## config.mk

```make
export PLATFORM = sky130hd
export DESIGN_NAME = fragment_reassembly_ring_manager_unit
export DESIGN_NICKNAME = d
export VERILOG_FILES = /design/src/hw/rtl/frm_pkg.sv /design/src/hw/rtl/frm_ram.sv /design/src/hw/rtl/fragment_reassembly_ring_manager_unit.sv
export SDC_FILE = /design/constraint.sdc
export NUM_CORES = 1
export LEC_CHECK = 0
export BUFFER_PORTS_ARGS = -buffer_cell sky130_fd_sc_hd__buf_4
export CAP_MARGIN = 0
export CORE_MARGIN = 2
export CORE_UTILIZATION = 40
export DETAILED_ROUTE_END_ITERATION = 10
export SLEW_MARGIN = 25
export SYNTH_ARGS = -nofsm -noshare
export SYNTH_HDL_FRONTEND = slang
export SYNTH_HIERARCHICAL = 1
export SYNTH_SLANG_ARGS = --single-unit
```

## constraint.sdc

```tcl
create_clock -name clock -period 8.4 [get_ports clock]
set_input_delay 0.84 -clock clock [delete_from_list [all_inputs] [get_ports clock]]
set_output_delay 0.84 -clock clock [all_outputs]
set_load 0.03 [all_outputs]
```

## src/hw/rtl/frm_pkg.sv

```systemverilog
// Shared constants, codes and types for the fragment reassembly ring manager.
package frm_pkg;

   localparam int unsigned RING_BYTES  = 262144;
   localparam int unsigned ADDR_W      = 18;
   localparam int unsigned SPACE_W     = ADDR_W + 1;
   localparam int unsigned QUEUE_DEPTH = 16;
   localparam int unsigned QIDX_W      = $clog2(QUEUE_DEPTH);
   localparam int unsigned QCNT_W      = $clog2(QUEUE_DEPTH + 1);
   localparam int unsigned LEN_W       = 16;
   localparam int unsigned RECV_W      = LEN_W + 1;
   localparam int unsigned DROP_W      = 32;

   localparam logic [LEN_W-1:0] MAX_FRAME_RESET = LEN_W'(24 * 1024);

   // opcodes
   localparam logic [1:0] OP_PUSH    = 2'd0;
   localparam logic [1:0] OP_FETCH   = 2'd1;
   localparam logic [1:0] OP_RELEASE = 2'd2;

   // status codes
   localparam logic [2:0] ST_OK        = 3'd0;
   localparam logic [2:0] ST_BAD_ARG   = 3'd1;
   localparam logic [2:0] ST_TOO_LARGE = 3'd2;
   localparam logic [2:0] ST_NO_ROOM   = 3'd3;
   localparam logic [2:0] ST_EMPTY     = 3'd4;

   typedef enum logic [2:0] {
      FSM_IDLE  = 3'b001,
      FSM_EXEC  = 3'b010,
      FSM_MEMRD = 3'b100
   } fsm_type;

   typedef struct packed {
      logic [ADDR_W-1:0] start;
      logic [LEN_W-1:0]  len;
   } desc_type;

   localparam int unsigned DESC_W = $bits(desc_type);

   // first member is the highest bits: status sits at bit 0
   typedef struct packed {
      logic [DROP_W-1:0] dropped_count;
      logic [LEN_W-1:0]  head_len;
      logic [ADDR_W-1:0] head_start;
      logic              frame_complete;
      logic [ADDR_W-1:0] write_addr;
      logic [2:0]        status;
   } rsp_type;

   localparam int unsigned RSP_W = $bits(rsp_type);

endpackage

```

## src/hw/rtl/frm_ram.sv

```systemverilog
// Generic single-write, single-read RAM with registered read data.
module frm_ram #(
   parameter int unsigned WIDTH = 8,
   parameter int unsigned DEPTH = 16
) (
   input  logic                     clock,
   input  logic                     wr_en,
   input  logic [$clog2(DEPTH)-1:0] wr_addr,
   input  logic [WIDTH-1:0]         wr_data,
   input  logic [$clog2(DEPTH)-1:0] rd_addr,
   output logic [WIDTH-1:0]         rd_data
);

   logic [WIDTH-1:0] mem_ff [DEPTH];
   logic [WIDTH-1:0] rd_data_ff;

   always_ff @(posedge clock) begin
      if (wr_en) begin
         mem_ff[wr_addr] <= wr_data;
      end
      rd_data_ff <= mem_ff[rd_addr];
   end

   assign rd_data = rd_data_ff;

endmodule

```

## src/hw/rtl/fragment_reassembly_ring_manager_unit.sv

```systemverilog
// Top level of the fragment reassembly ring manager: pointers, frame queue and result stage.
//
// One word in, one word out. A push places a fragment of a frame in the byte ring
// (the DMA uses the returned write_addr), a fetch reports the oldest completed frame,
// a release retires it and moves the ring read pointer. Each item is taken in, then
// executed; pushes, unknown opcodes and empty-queue operations end there, while fetch
// and release on a non-empty queue add a read state, as the 16-entry descriptor memory
// has registered read data. The next word is accepted while a result still waits in
// the output register. The user must write max_frame_len through the csr channel only while
// the block is idle; the block does not enforce this. It resets to 24576. The descriptor
// memory needs no clearing after reset: only entries already written are ever read.
module fragment_reassembly_ring_manager_unit (
   input  logic        clock,
   input  logic        reset,
   // csr_data: max_frame_len[15:0]
   input  logic        csr_valid,
   output logic        csr_ready,
   input  logic [15:0] csr_data,
   // req_tdata: frag_offset[15:0], frag_len[31:16], frame_total[47:32]
   input  logic        req_tvalid,
   output logic        req_tready,
   input  logic [47:0] req_tdata,
   // req_tuser: opcode[1:0]
   input  logic [1:0]  req_tuser,
   // rsp_tdata: status[2:0], write_addr[20:3], frame_complete[21], head_start[39:22],
   //            head_len[55:40], dropped_count[87:56]
   output logic        rsp_tvalid,
   input  logic        rsp_tready,
   output logic [87:0] rsp_tdata
);

   localparam logic [frm_pkg::SPACE_W-1:0] RingSize = frm_pkg::SPACE_W'(frm_pkg::RING_BYTES);

   frm_pkg::fsm_type state_ff, state_in;

   logic [1:0]                    op_ff;
   logic [frm_pkg::LEN_W-1:0]     off_ff, len_ff, tot_ff;
   logic [frm_pkg::LEN_W-1:0]     max_len_ff;
   logic [frm_pkg::ADDR_W-1:0]    wp_ff, wp_in, rp_ff, rp_in;
   logic [frm_pkg::QIDX_W-1:0]    q_head_ff, q_head_in, q_tail_ff, q_tail_in;
   logic [frm_pkg::QCNT_W-1:0]    q_count_ff, q_count_in;
   logic [frm_pkg::LEN_W-1:0]     cur_total_ff, cur_total_in;
   logic [frm_pkg::ADDR_W-1:0]    cur_start_ff, cur_start_in;
   logic [frm_pkg::RECV_W-1:0]    cur_recv_ff, cur_recv_in;
   logic [frm_pkg::DROP_W-1:0]    drop_ff, drop_in;
   logic                          rsp_valid_ff, rsp_valid_in;
   frm_pkg::rsp_type              rsp_ff, rsp_in;

   logic                          wr_en;
   frm_pkg::desc_type             wr_desc, rd_desc;
   logic [frm_pkg::DESC_W-1:0]    rd_data;
   logic [frm_pkg::QIDX_W-1:0]    rd_addr, head_next, tail_next;
   logic                          slot_free, q_full;

   // push datapath
   logic                          is_start, bad_len, placed;
   logic [frm_pkg::SPACE_W-1:0]   used, avail, need, wp_sum;
   logic [frm_pkg::RECV_W-1:0]    recv_base, frag_end;
   logic [frm_pkg::ADDR_W-1:0]    start_base;

   assign csr_ready  = 1'b1;
   assign req_tready = (state_ff == frm_pkg::FSM_IDLE);
   assign rsp_tvalid = rsp_valid_ff;
   assign rsp_tdata  = rsp_ff;
   assign slot_free  = !rsp_valid_ff || rsp_tready;
   assign q_full     = (q_count_ff >= frm_pkg::QCNT_W'(frm_pkg::QUEUE_DEPTH));

   assign head_next = (q_head_ff == frm_pkg::QIDX_W'(frm_pkg::QUEUE_DEPTH - 1)) ?
                      '0 : q_head_ff + 1'b1;
   assign tail_next = (q_tail_ff == frm_pkg::QIDX_W'(frm_pkg::QUEUE_DEPTH - 1)) ?
                      '0 : q_tail_ff + 1'b1;
   // held steady through EXEC and MEMRD so the registered read stays valid
   assign rd_addr   = (op_ff == frm_pkg::OP_RELEASE) ? head_next : q_head_ff;
   assign rd_desc   = rd_data;

   assign is_start   = (off_ff == '0);
   assign bad_len    = (len_ff == '0) || (tot_ff == '0);
   assign start_base = is_start ? wp_ff : cur_start_ff;
   assign recv_base  = is_start ? '0 : cur_recv_ff;
   assign used       = (wp_ff >= rp_ff) ?
                       {1'b0, wp_ff} - {1'b0, rp_ff} :
                       {1'b0, wp_ff} + RingSize - {1'b0, rp_ff};
   assign avail      = RingSize - used - 1'b1;
   assign need       = is_start ? frm_pkg::SPACE_W'(tot_ff) : frm_pkg::SPACE_W'(len_ff);
   assign wp_sum     = {1'b0, wp_ff} + frm_pkg::SPACE_W'(len_ff);
   assign frag_end   = frm_pkg::RECV_W'(off_ff) + frm_pkg::RECV_W'(len_ff);
   assign placed     = (avail >= need);

   assign wr_desc.start = start_base;
   assign wr_desc.len   = tot_ff;

   always_comb begin
      frm_pkg::rsp_type r;
      logic             commit;
      r            = '0;
      commit       = 1'b0;
      state_in     = state_ff;
      wp_in        = wp_ff;
      rp_in        = rp_ff;
      q_head_in    = q_head_ff;
      q_tail_in    = q_tail_ff;
      q_count_in   = q_count_ff;
      cur_total_in = cur_total_ff;
      cur_start_in = cur_start_ff;
      cur_recv_in  = cur_recv_ff;
      drop_in      = drop_ff;
      wr_en        = 1'b0;
      rsp_in       = rsp_ff;
      rsp_valid_in = rsp_valid_ff && !rsp_tready;

      case (state_ff)
         frm_pkg::FSM_IDLE: begin
            if (req_tvalid) begin
               state_in = frm_pkg::FSM_EXEC;
            end
         end
         frm_pkg::FSM_EXEC: begin
            if (op_ff == frm_pkg::OP_PUSH) begin
               commit = slot_free;
               r.status = frm_pkg::ST_OK;
               if (bad_len) begin
                  r.status = frm_pkg::ST_BAD_ARG;
               end else if (is_start && (tot_ff > max_len_ff)) begin
                  r.status = frm_pkg::ST_TOO_LARGE;
               end else if (is_start && q_full) begin
                  r.status = frm_pkg::ST_NO_ROOM;
                  drop_in  = drop_ff + 1'b1;
               end else if (!is_start &&
                            ((cur_total_ff != tot_ff) ||
                             (cur_recv_ff != frm_pkg::RECV_W'(off_ff)))) begin
                  r.status     = frm_pkg::ST_BAD_ARG;
                  drop_in      = drop_ff + 1'b1;
                  cur_total_in = '0;
                  cur_recv_in  = '0;
               end else begin
                  cur_start_in = start_base;
                  if (!placed) begin
                     r.status     = frm_pkg::ST_NO_ROOM;
                     drop_in      = drop_ff + 1'b1;
                     cur_total_in = '0;
                     cur_recv_in  = '0;
                  end else begin
                     r.write_addr = wp_ff;
                     wp_in = (wp_sum >= RingSize) ? frm_pkg::ADDR_W'(wp_sum - RingSize) :
                                                    frm_pkg::ADDR_W'(wp_sum);
                     cur_total_in = tot_ff;
                     cur_recv_in  = recv_base + frm_pkg::RECV_W'(len_ff);
                     if (frag_end == frm_pkg::RECV_W'(tot_ff)) begin
                        cur_total_in = '0;
                        cur_recv_in  = '0;
                        if (q_full) begin
                           r.status = frm_pkg::ST_NO_ROOM;
                           drop_in  = drop_ff + 1'b1;
                        end else begin
                           wr_en            = commit;
                           q_tail_in        = tail_next;
                           q_count_in       = q_count_ff + 1'b1;
                           r.frame_complete = 1'b1;
                        end
                     end else if (frag_end > frm_pkg::RECV_W'(tot_ff)) begin
                        // overrun: bytes already placed, frame abandoned
                        r.status     = frm_pkg::ST_BAD_ARG;
                        drop_in      = drop_ff + 1'b1;
                        cur_total_in = '0;
                        cur_recv_in  = '0;
                     end
                  end
               end
            end else if ((op_ff == frm_pkg::OP_FETCH) || (op_ff == frm_pkg::OP_RELEASE)) begin
               if (q_count_ff == '0) begin
                  commit   = slot_free;
                  r.status = frm_pkg::ST_EMPTY;
               end else begin
                  state_in = frm_pkg::FSM_MEMRD;
               end
            end else begin
               commit   = slot_free;
               r.status = frm_pkg::ST_BAD_ARG;
            end
         end
         frm_pkg::FSM_MEMRD: begin
            commit = slot_free;
            if (op_ff == frm_pkg::OP_FETCH) begin
               r.head_start = rd_desc.start;
               r.head_len   = rd_desc.len;
               r.status     = (rd_desc.len > max_len_ff) ? frm_pkg::ST_TOO_LARGE :
                                                           frm_pkg::ST_OK;
            end else begin
               r.status   = frm_pkg::ST_OK;
               q_head_in  = head_next;
               q_count_in = q_count_ff - 1'b1;
               rp_in      = (q_count_ff == frm_pkg::QCNT_W'(1)) ? wp_ff : rd_desc.start;
            end
         end
         default: begin
            state_in = frm_pkg::FSM_IDLE;
         end
      endcase

      if (commit) begin
         r.dropped_count = drop_in;
         rsp_in          = r;
         rsp_valid_in    = 1'b1;
         state_in        = frm_pkg::FSM_IDLE;
      end else if (state_ff != frm_pkg::FSM_IDLE) begin
         // no result committed (output register full, or moving on to MEMRD): hold pointer, queue, frame and drop state
         wp_in        = wp_ff;
         rp_in        = rp_ff;
         q_head_in    = q_head_ff;
         q_tail_in    = q_tail_ff;
         q_count_in   = q_count_ff;
         cur_total_in = cur_total_ff;
         cur_start_in = cur_start_ff;
         cur_recv_in  = cur_recv_ff;
         drop_in      = drop_ff;
      end
   end

   frm_ram #(
      .WIDTH(frm_pkg::DESC_W),
      .DEPTH(frm_pkg::QUEUE_DEPTH)
   ) u_desc_ram (
      .clock  (clock),
      .wr_en  (wr_en),
      .wr_addr(q_tail_ff),
      .wr_data(wr_desc),
      .rd_addr(rd_addr),
      .rd_data(rd_data)
   );

   always_ff @(posedge clock) begin
      if (reset) begin
         state_ff     <= frm_pkg::FSM_IDLE;
         max_len_ff   <= frm_pkg::MAX_FRAME_RESET;
         wp_ff        <= '0;
         rp_ff        <= '0;
         q_head_ff    <= '0;
         q_tail_ff    <= '0;
         q_count_ff   <= '0;
         cur_total_ff <= '0;
         cur_start_ff <= '0;
         cur_recv_ff  <= '0;
         drop_ff      <= '0;
         rsp_valid_ff <= 1'b0;
      end else begin
         state_ff     <= state_in;
         wp_ff        <= wp_in;
         rp_ff        <= rp_in;
         q_head_ff    <= q_head_in;
         q_tail_ff    <= q_tail_in;
         q_count_ff   <= q_count_in;
         cur_total_ff <= cur_total_in;
         cur_start_ff <= cur_start_in;
         cur_recv_ff  <= cur_recv_in;
         drop_ff      <= drop_in;
         rsp_valid_ff <= rsp_valid_in;
         if (csr_valid && csr_ready) begin
            max_len_ff <= csr_data;
         end
      end
   end

   always_ff @(posedge clock) begin
      rsp_ff <= rsp_in;
      if (req_tvalid && req_tready) begin
         op_ff  <= req_tuser;
         off_ff <= req_tdata[15:0];
         len_ff <= req_tdata[31:16];
         tot_ff <= req_tdata[47:32];
      end
   end

   a_count_bound: assert property (@(posedge clock) disable iff (reset)
      q_count_ff <= frm_pkg::QCNT_W'(frm_pkg::QUEUE_DEPTH))
      else $error("frame queue count above depth");

   a_wp_in_ring: assert property (@(posedge clock) disable iff (reset)
      frm_pkg::SPACE_W'(wp_ff) < RingSize)
      else $error("write pointer outside ring");

   a_complete_ok: assert property (@(posedge clock) disable iff (reset)
      rsp_valid_ff && rsp_ff.frame_complete |-> rsp_ff.status == frm_pkg::ST_OK)
      else $error("frame completion reported with error status");

   a_count_moves: assert property (@(posedge clock) disable iff (reset)
      (q_count_ff != $past(q_count_ff)) && !$past(reset) |->
      $past(state_ff) != frm_pkg::FSM_IDLE && $past(slot_free))
      else $error("queue count changed without a committed item");

endmodule

```

**Word level (Yosys, flattened, before mapping)**

Memories as Yosys holds them, arrays and structs flattened. A register that Yosys moved wholly into a read port is not among the register bits.
Index checks and enable logic that the tools add are counted.

- Register bits after elaboration: 290
- Bits in writable memories: 544
- Input port bits: 71
- Logic and storage cells: 215
- Memories kept: 1

Memory list:

| name | depth | width | read ports | clocked after memory_dff | write ports | line | source |
|---|---|---|---|---|---|---|---|
| u_desc_ram.mem_ff | 16 | 34 | 1 | 1 | 1 | frm_ram.sv:14 | `logic [WIDTH-1:0] mem_ff [DEPTH];` |

- $add $sub $neg: 14
- $lt $le $gt $ge: 7
- Equal/unequal tests: 17
- Muxes and demuxes: 127
- Bitwise gates (word level): 5
- Reductions and logical operators: 22

Operator list:

| cell | number |
|---|---|
| $mux 18 | 24 |
| $mux 32 | 12 |
| $mux 17 | 12 |
| $mux 16 | 12 |
| $mux 4 | 18 |
| $mux 5 | 11 |
| $logic_not 16->1 | 3 |
| $mux 3 | 13 |
| $add 32x1->32 const B | 1 |
| $gt 16x16->1 | 2 |
| $add 18x16->19 | 1 |
| $add 18x19->19 const B | 1 |
| $ge 19x16->1 | 1 |
| $ge 19x19->1 const B | 1 |
| $mux 19 | 1 |
| $sub 18x18->19 | 1 |
| $sub 19x1->19 const B | 1 |
| $sub 19x18->19 | 1 |
| $sub 19x19->19 const A | 1 |
| $ge 18x18->1 | 1 |
| $sub 18x1->18 const B | 1 |
| $add 16x16->17 | 1 |
| $add 17x16->17 | 1 |
| $eq 17x16->1 | 1 |
| 33 further kinds | 70 |

**Depth between registers and ports, before layout**

Gate-level depths: netlist of the first run.

- Word-level depth: 15
- Depth in mapped cells: 23
- Gate-level depth less buffers: 22

**Modules after synthesis**

Netlist of the first run, hierarchy kept.

By module, submodules not included:

| module | times used | cells each | area each (sq um) | sequential area each (sq um) |
|---|---|---|---|---|
| frm_ram | 1 | 888 | 21076.5 | 17016.3 |
| fragment_reassembly_ring_manager_unit | 1 | 1798 | 17252.8 | 7186.9 |

**Worst setup path after synthesis of the first run**

No wires, ideal clock.

- Path type: register to register
- Start: register wp_ff[0] in the netlist's numbering
- End: memory u_desc_ram/mem_ff[0][0] in the netlist's numbering, enable pin
- Arrival: 6707 ps
- Data required time: 7933 ps
- Slack: 1225 ps
- Stages on the path, launching flop included: 23
- Buffers on the path: 1
- Clock period less this slack: 7175 ps
- Cell sequence: dfxtp_1 inv_1 ha_1 inv_1 fa_1 a21o_1 o21ai_1 a31oi_4 a31oi_1 o21bai_1 a21oi_1 xor2_1 ha_1 nand3_1 nor2_1 nand2_1 o21ai_0 nor3_4 a211oi_1 clkbuf_1 and3_1 or3b_2 nor3_1

- Word-level cells in the longest chain between the ends: 15
- Elaborated cells between the ends (all ways): 17

Ends and longest elaborated chain:

| item | line | source |
|---|---|---|
| start: declaration | fragment_reassembly_ring_manager_unit.sv:39 | `logic [frm_pkg::ADDR_W-1:0] wp_ff, wp_in, rp_ff, rp_in;` |
| start signal: assignment | fragment_reassembly_ring_manager_unit.sv:247 | `wp_ff <= wp_in;` |
| $add 18x19->19 | fragment_reassembly_ring_manager_unit.sv:82 | `{1'b0, wp_ff} + RingSize - {1'b0, rp_ff};` |
| $sub 19x18->19 | fragment_reassembly_ring_manager_unit.sv:82 |  |
| $mux 19 * | fragment_reassembly_ring_manager_unit.sv:80 | `assign used = (wp_ff >= rp_ff) ?` |
| $sub 19x19->19 * | fragment_reassembly_ring_manager_unit.sv:83 | `assign avail = RingSize - used - 1'b1;` |
| $sub 19x1->19 * | fragment_reassembly_ring_manager_unit.sv:83 |  |
| $ge 19x16->1 * | fragment_reassembly_ring_manager_unit.sv:87 | `assign placed = (avail >= need);` |
| $mux 1 * | fragment_reassembly_ring_manager_unit.sv:137 | `if (!placed) begin` |
| $mux 1 * | fragment_reassembly_ring_manager_unit.sv:128 | `end else if (!is_start &&` |
| $mux 1 * | fragment_reassembly_ring_manager_unit.sv:125 | `end else if (is_start && q_full) begin` |
| $mux 1 * | fragment_reassembly_ring_manager_unit.sv:123 | `end else if (is_start && (tot_ff > max_len_ff)) begin` |
| $mux 1 * | fragment_reassembly_ring_manager_unit.sv:121 | `if (bad_len) begin` |
| $mux 1 * | fragment_reassembly_ring_manager_unit.sv:118 | `if (op_ff == frm_pkg::OP_PUSH) begin` |
| $mux 1 * | fragment_reassembly_ring_manager_unit.sv:111 | `case (state_ff)` |
| via wr_en | fragment_reassembly_ring_manager_unit.sv:49 | `logic wr_en;` |
| $mux 1 * | frm_ram.sv:18 | `if (wr_en) begin` |
| $mux 1 (implied by the code) * | frm_ram.sv:19 | `mem_ff[wr_addr] <= wr_data;` |
| end: declaration | frm_ram.sv:14 |  |

The timed path passes the listed nets; every way through them passes the cells marked *.

**Worst setup path after layout of the first run**

- Start: register len_ff[1] in the netlist's numbering
- End: memory u_desc_ram/mem_ff[9][7] in the netlist's numbering, enable pin

- Word-level cells in the longest chain between the ends: 12
- Elaborated cells between the ends (all ways): 16

Ends and longest elaborated chain:

| item | line | source |
|---|---|---|
| start: declaration | fragment_reassembly_ring_manager_unit.sv:37 | `logic [frm_pkg::LEN_W-1:0] off_ff, len_ff, tot_ff;` |
| start signal: assignment | fragment_reassembly_ring_manager_unit.sv:268 | `len_ff <= req_tdata[31:16];` |
| $add 16x16->17 | fragment_reassembly_ring_manager_unit.sv:86 | `assign frag_end = frm_pkg::RECV_W'(off_ff) + frm_pkg::RECV_W'(len_ff);` |
| $eq 17x16->1 | fragment_reassembly_ring_manager_unit.sv:148 | `if (frag_end == frm_pkg::RECV_W'(tot_ff)) begin` |
| $mux 1 | fragment_reassembly_ring_manager_unit.sv:148 |  |
| $mux 1 | fragment_reassembly_ring_manager_unit.sv:137 |  |
| $mux 1 | fragment_reassembly_ring_manager_unit.sv:128 |  |
| $mux 1 | fragment_reassembly_ring_manager_unit.sv:125 |  |
| $mux 1 | fragment_reassembly_ring_manager_unit.sv:123 |  |
| $mux 1 * | fragment_reassembly_ring_manager_unit.sv:121 |  |
| $mux 1 * | fragment_reassembly_ring_manager_unit.sv:118 |  |
| $mux 1 * | fragment_reassembly_ring_manager_unit.sv:111 |  |
| via wr_en | fragment_reassembly_ring_manager_unit.sv:49 |  |
| $mux 1 * | frm_ram.sv:18 |  |
| $mux 1 (implied by the code) * | frm_ram.sv:19 |  |

Marks and branches as above.

==> results.py, run 1 <==
metrics = {
    "setup_path": {
        "cp-start-kind": "flop",
        "ff2ff_setup_slack_ns": 1.60,
        "worstReg2RegEnd": "u_desc_ram/mem_ff[9][7]$_DFFE_PP_",
        "rr_startpoint": "len_ff[1]$_DFFE_PP_",
        "slowest_delay_ns": 0.70,
        "path_cells": "ha_1, a21o_1, a21oi_1, o21ai_0, a31oi_1, o21ai_0, o41ai_1, o21bai_1, a21oi_1, xnor2_1, ha_1, nand4_1, nor3_1, nand2_1, nor3_1, and3_1, nand3b_1, nor2_4, buf_4",
        "critPathKind": "reg -> reg",
        "reg2regPathDepth": 19,
        "critPathMaxFanout": 18,
        "cpMaxStageDelayCell": "nor3_1",
        "worstPathRequired_ns": 8.72,
        "cp.arrival_ns": 7.12,
        "worstSetupEndpointType": "flop",
    },
    "clock_tree": {
        "cts_hold_buffers": 0,
        "clk_latency_ns": 0.69,
        "cts_tree": "done",
        "h-tree-depth": 3,
        "cts_buffers": 89,
        "clkTransAtPathRegs_ns": 0.06,
        "cts.sinks": 868,
        "cts_resized": 0,
        "post-cts-setup-buffers": 0,
        "clockBufferDepth": 3,
        "cts_root_buffer": "clkbuf_16",
    },
    "power": {
        "power.total_uw": 9070,
        "power.leakage_uw": 0.0161,
        "powerDensity_mw_per_mm2": 206,
        "vdd_drop_max_v": 0.000171,
    },
    "detailed_routing": {
        "postRouteAntennaNets": 0,
        "wl_mm": 102,
        "drc": 0,
        "via_per_inst": 5.59,
        "routedWlPerCell_um": 24.1,
        "vias": 23558,
        "drtIter0Drc": 1965,
        "drt_first_pass_iters": 5,
    },
    "place": {
        "gp_congestion": 0.864,
        "port_buffers": 160,
        "placed_cells": 4046,
        "placed_area_mm2": 0.0412,
        "place_hpwl_mm": 66.7,
    },
    "floorplan": {
        "die_h_um": 314,
        "core_mm2": 0.0950,
        "rows": 113,
        "die_area_mm2": 0.0983,
        "pin_count": 162,
        "die_x_um": 314,
        "start_util": 0.403,
    },
    "layout": {
        "nets": 3087,
        "stdcell_area_mm2": 0.0441,
        "layout_common_cells": "edfxtp_1 (682), buf_4 (218), dfxtp_1 (186), nor2_1 (184), nand2_1 (174)",
        "seqCellArea_mm2": 0.0242,
        "final_common_cell": "edfxtp_1",
        "layoutNonFillerInstCount": 4216,
        "fillers": 8247,
        "multi_input_area_mm2": 0.0134,
        "area_growth_pct": 15.1,
        "layout-drive-gt1-share": 0.186,
    },
    "logic_synthesis": {
        "synthCells": 2686,
        "synth.distinct_cells": 86,
        "synth_nets": 2900,
        "synth_edf_count": 682,
        "ys_seq_elements": 868,
        "seq_area_frac_synth": 0.631,
        "synth_warnings": 6,
        "synth_area_mm2": 0.0383,
        "synth_async_sr_flop_share": 0,
        "synth_ff_type": "edfxtp_1",
        "syn_avg_cell_area_um2": 14.3,
    },
    "sta": {
        "period_needed_ns": 6.80,
        "finClkSkew_ns": 0.0707,
        "fin_hold_ws_ns": 0.356,
        "rsz0062_at_grt": "no",
        "finalCritPeriodShare": 0.810,
        "max_freq_ghz": 0.147,
        "maxSlewViolCount": 0,
        "setup_viol_count_final": 0,
        "hold_viol": 0,
        "fin_tns_setup_ns": 0,
        "tightest_slew_ns": 1.04,
        "slew_headroom": 0.309,
    },
    "hold_path": {
        "holdPathEnd": "tot_ff[4]$_DFFE_PP_",
        "hold_path_depth": 1,
        "holdCritStartpoint": "req_tdata[36]",
        "hp-class": "in -> reg",
    },
    "global_route": {
        "grt-ovfl-total": 0,
        "grt_max_degree": 107,
        "grt_pass1_wl_mm": 152,
        "grt_use_total": 0.205,
        "antenna_found_initial": 1,
        "grt_pass1_vias": 23702,
    },
    "run": {
        "drv_cap": 0,
    },
    "outcome": {
        "status": "completed",
    },
}
per-stage QoR:
step                      worst slack [ns]  utilization
final                                 1.60        0.465
after global routing                  1.29        0.464
after CTS                             1.79        0.464
after detailed placement              1.79        0.434
after global placement                1.70        0.433
after floorplan                       1.23            -
kinds of logic after synthesis:
group,synth area share
compound gates,0.0705
flops,0.631
mux,0.105
xor+xnor,0.0288
fa+ha+maj,0.0475
other cells,0.0000978
simple gates,0.0918
buf+inv,0.0249
layout make-up:
class,count,share of cell area
Tap cell,1265,0.0359
Clock inverter,41,0.00992
Sequential cell,868,0.548
Antenna cell,2,0.000113
Inverter,88,0.00748
Timing Repair Buffer,224,0.0398
Clock buffer,126,0.0557
Multi-Input combinational cell,1602,0.303
state kept, by name (all words and copies together) (netlist names), 5 cells and up:
register and flops:
cur_total_ff 16, wp_ff 18, rp_ff 18, max_len_ff 16
drop_ff 32, rsp_tdata 88, u_desc_ram/rd_data 34, tot_ff 16
len_ff 16, u_desc_ram/mem_ff 544, off_ff 16, cur_start_ff 18
q_count_ff 5, cur_recv_ff 17
how the worst max path moves through the flow:
stage               slack (ns)                   from                                 end
floorplan                 1.23  wp_ff[0]$_SDFFE_PP0P_   u_desc_ram/mem_ff[0][0]$_DFFE_PP_
global placement          1.70    len_ff[1]$_DFFE_PP_  u_desc_ram/mem_ff[3][31]$_DFFE_PP_
detailed placement        1.79    len_ff[1]$_DFFE_PP_  u_desc_ram/mem_ff[15][7]$_DFFE_PP_
CTS                       1.79    len_ff[1]$_DFFE_PP_  u_desc_ram/mem_ff[15][5]$_DFFE_PP_
global route              1.29    len_ff[1]$_DFFE_PP_  u_desc_ram/mem_ff[15][5]$_DFFE_PP_
finish                    1.60    len_ff[1]$_DFFE_PP_   u_desc_ram/mem_ff[9][7]$_DFFE_PP_
synthesized netlist by cell type (all sizes together), types with 33 or more instances:
master  number  area, um^2
xnor2       48         439
nor2b       35         219
nor4        39         244
xor2        76         666
a21o        34         255
mux4       136        3060
edfxtp     682       20500
nand2      174         653
o21ai       42         210
buf         56         355
and3        47         294
dfxtp      186        3720
nor2       197         739
a21oi      107         554
clkbuf      72         270
a22oi      100         751
nor3        53         282
and2        43         269
nand3       33         165
mux2i       62         621
inv         86         323
ha         139        1740
metal layers:
metal / routed length [um] / up-vias / GRT usage
li1: - / 10648 / -
met1: 44500 / 11957 / 0.286
met2: 48200 / 805 / 0.335
met3: 6120 / 148 / 0.0303
met4: 2740 / 0 / 0.0596
met5: 0 / - / 0
power breakdown:
| part | total [uW] | internal [uW] | leakage [uW] | switching [uW] |
|---|---|---|---|---|
| logic | 494 | 198 | 0.00646 | 296 |
| clock network | 3880 | 2170 | 0.00139 | 1710 |
| registers | 4700 | 4650 | 0.00825 | 53.2 |
worst max-delay path, delay by kind of cell, from the launching register on:
kind | cells | cell delay (ns)
and+or+nand+nor | 7 | 2.77
xor gates and xnor gates | 1 | 0.09
DFF | 1 | 0.54
adders and majority gates | 2 | 0.64
AOI/OAI and AO/OA | 8 | 1.98
buffers and inverters | 1 | 0.47
No activity file was read; power rests on OpenSTA's default activity.
==> run 2: changes to the inputs <==
==> constraint.sdc (replaced) <==
create_clock -name clock -period 7.01 [get_ports clock]
set_input_delay 0.701 -clock clock [delete_from_list [all_inputs] [get_ports clock]]
set_output_delay 0.701 -clock clock [all_outputs]
set_load 0.03 [all_outputs]
==> results.py, run 2 (synthesized netlist as in run 1, its figures left out) <==
metrics = {
    "clock_tree": {
        "clockBufferDepth": 3,
        "cts_root_buffer": "clkbuf_16",
        "clkTransAtPathRegs_ns": 0.06,
        "cts_buffers": 89,
        "cts_resized": 0,
        "cts.sinks": 868,
        "cts_hold_buffers": 0,
        "cts_tree": "done",
        "post-cts-setup-buffers": 0,
        "h-tree-depth": 3,
        "clk_latency_ns": 0.67,
    },
    "layout": {
        "largest_reg_flops": 544,
        "layout_common_cells": "edfxtp_1 (682), buf_4 (207), dfxtp_1 (186), nor2_1 (184), nand2_1 (174)",
        "layout-drive-gt1-share": 0.186,
        "top_register": "u_desc_ram/mem_ff",
        "area_growth_pct": 15.5,
        "final_common_cell": "edfxtp_1",
        "nets": 3082,
    },
    "floorplan": {
        "die_h_um": 314,
        "die_x_um": 314,
        "pin_count": 162,
        "start_util": 0.403,
        "core_mm2": 0.0950,
        "rows": 113,
        "die_area_mm2": 0.0983,
    },
    "setup_path": {
        "worstPathRequired_ns": 7.34,
        "cp-start-kind": "flop",
        "critPathMaxFanout": 19,
        "reg2regPathDepth": 20,
        "critPathKind": "reg -> reg",
        "worstSetupEndpointType": "flop",
        "cp.arrival_ns": 6.64,
    },
    "sta": {
        "rsz0062_at_grt": "no",
        "maxSlewViolCount": 0,
        "finalCritPeriodShare": 0.901,
        "tightest_slew_ns": 1.06,
        "period_needed_ns": 6.31,
        "setup_viol_count_final": 0,
        "hold_viol": 0,
        "fin_tns_setup_ns": 0,
        "slew_headroom": 0.295,
        "max_freq_ghz": 0.158,
        "finClkSkew_ns": 0.0405,
    },
    "detailed_routing": {
        "drtIter0Drc": 2290,
        "postRouteAntennaNets": 0,
        "routedWlPerCell_um": 23.9,
        "via_per_inst": 5.63,
        "drc": 0,
        "wl_mm": 101,
        "vias": 23717,
        "drt_first_pass_iters": 6,
    },
    "power": {
        "power.leakage_uw": 0.0162,
        "vdd_drop_max_v": 0.000164,
        "pwr-share-seq": 0.513,
        "powerDensity_mw_per_mm2": 249,
        "p_comb_frac": 0.050,
        "switching_share": 0.217,
        "power.total_uw": 11000,
        "power_switching_uw": 2400,
        "p_clk_frac": 0.437,
        "internal_power_uw": 8630,
    },
    "global_route": {
        "grt_max_degree": 137,
        "grt_use_total": 0.203,
        "antenna_found_initial": 2,
        "grt-ovfl-total": 0,
        "grt_pass1_vias": 23687,
        "grt_pass1_wl_mm": 151,
    },
    "run": {
        "drv_cap": 0,
    },
    "outcome": {
        "status": "completed",
    },
    "hold_path": {
        "hold_path_depth": 1,
        "hp-class": "in -> reg",
    },
    "place": {
        "gp_congestion": 0.892,
        "port_buffers": 160,
        "place_hpwl_mm": 64.9,
    },
}
==> run 2: changes by cell type in the layout (fill, tap and decap cells not counted), moves of 2 or more <==
cell	change
clkbuf_16	+2
clkinv_1	-4
clkbuf_8	+6
clkinv_16	-2
buf_12	+7
bufinv_16	+4
clkinvlp_4	-4
buf_4	-11
buf_16	-2
==> run 2: cell type report <==
class                      instances  area, um^2
timing repair buffer             219        1780
clock inverter                    33         438
tap                             1265        1580
antenna                            1        2.50
multi-input combinational       1602       13400
clock buffer                     133        2590
fill                            8231       50700
sequential                       868       24200
inverter                          88         330
==> run 2: worst paths after layout <==
check / start / endpoint / slack, ns
worst max-delay path: len_ff[1]$_DFFE_PP_ / u_desc_ram/mem_ff[1][5]$_DFFE_PP_ / 0.70
worst min-delay path: req_tdata[36] / tot_ff[4]$_DFFE_PP_ / 0.21
worst max register to register: len_ff[1]$_DFFE_PP_ / u_desc_ram/mem_ff[1][5]$_DFFE_PP_ / 0.70
worst min register to register: cur_recv_ff[15]$_SDFFE_PP0P_ / cur_recv_ff[15]$_SDFFE_PP0P_ / 0.49
==> run 2: power groups by stage <==
stage / registers [uW] / clock network, uW / logic [uW]
after floorplan: 5740 / 0 / 363
after global placement: 5760 / 0 / 538
after detailed placement: 5760 / 0 / 554
after CTS: 5650 / 4930 / 559
after global routing: 5660 / 5120 / 617
final: 5650 / 4820 / 556
==> run 2: through the flow <==
step                       util  area (um^2)  std cells  worst slack (ns)  hold slack (ns)
after floorplan               -        38300       2686             0.180            0.437
after global placement    0.434        41200       4040              1.04            0.473
after detailed placement  0.434        41200       4041             0.765            0.469
after CTS                 0.466        44300       4207             0.713            0.167
after global routing      0.466        44300       4208             0.248            0.176
final                     0.466        44300       4209             0.697            0.212
==> run 2: layer usage <==
metal  vias up  wire, um  global-route usage  share of wire
met5         -        11                   0        0.00011
met4         2      2990              0.0677          0.030
met3       155      6790              0.0348          0.067
met2       823     47400               0.327           0.47
met1     12116     43600               0.280           0.43
li1      10621         -                   -              -
==> run 2: critical path: stages (launching register included) <==
cell and delay [ns]:
edfxtp_1 0.56, ha_1 0.35, a21o_1 0.16, a21oi_1 0.22, o21ai_0 0.15, a31oi_1 0.26
o21ai_0 0.17, o41ai_1 0.61, o21bai_1 0.11, a21oi_1 0.19, xnor2_1 0.10, ha_1 0.30
nand4_1 0.12, nor3_1 0.28, nand2_1 0.19, nor3_1 0.21, buf_4 0.19, and3_1 0.27
or3b_2 0.60, nor2_4 0.53, buf_4 0.40
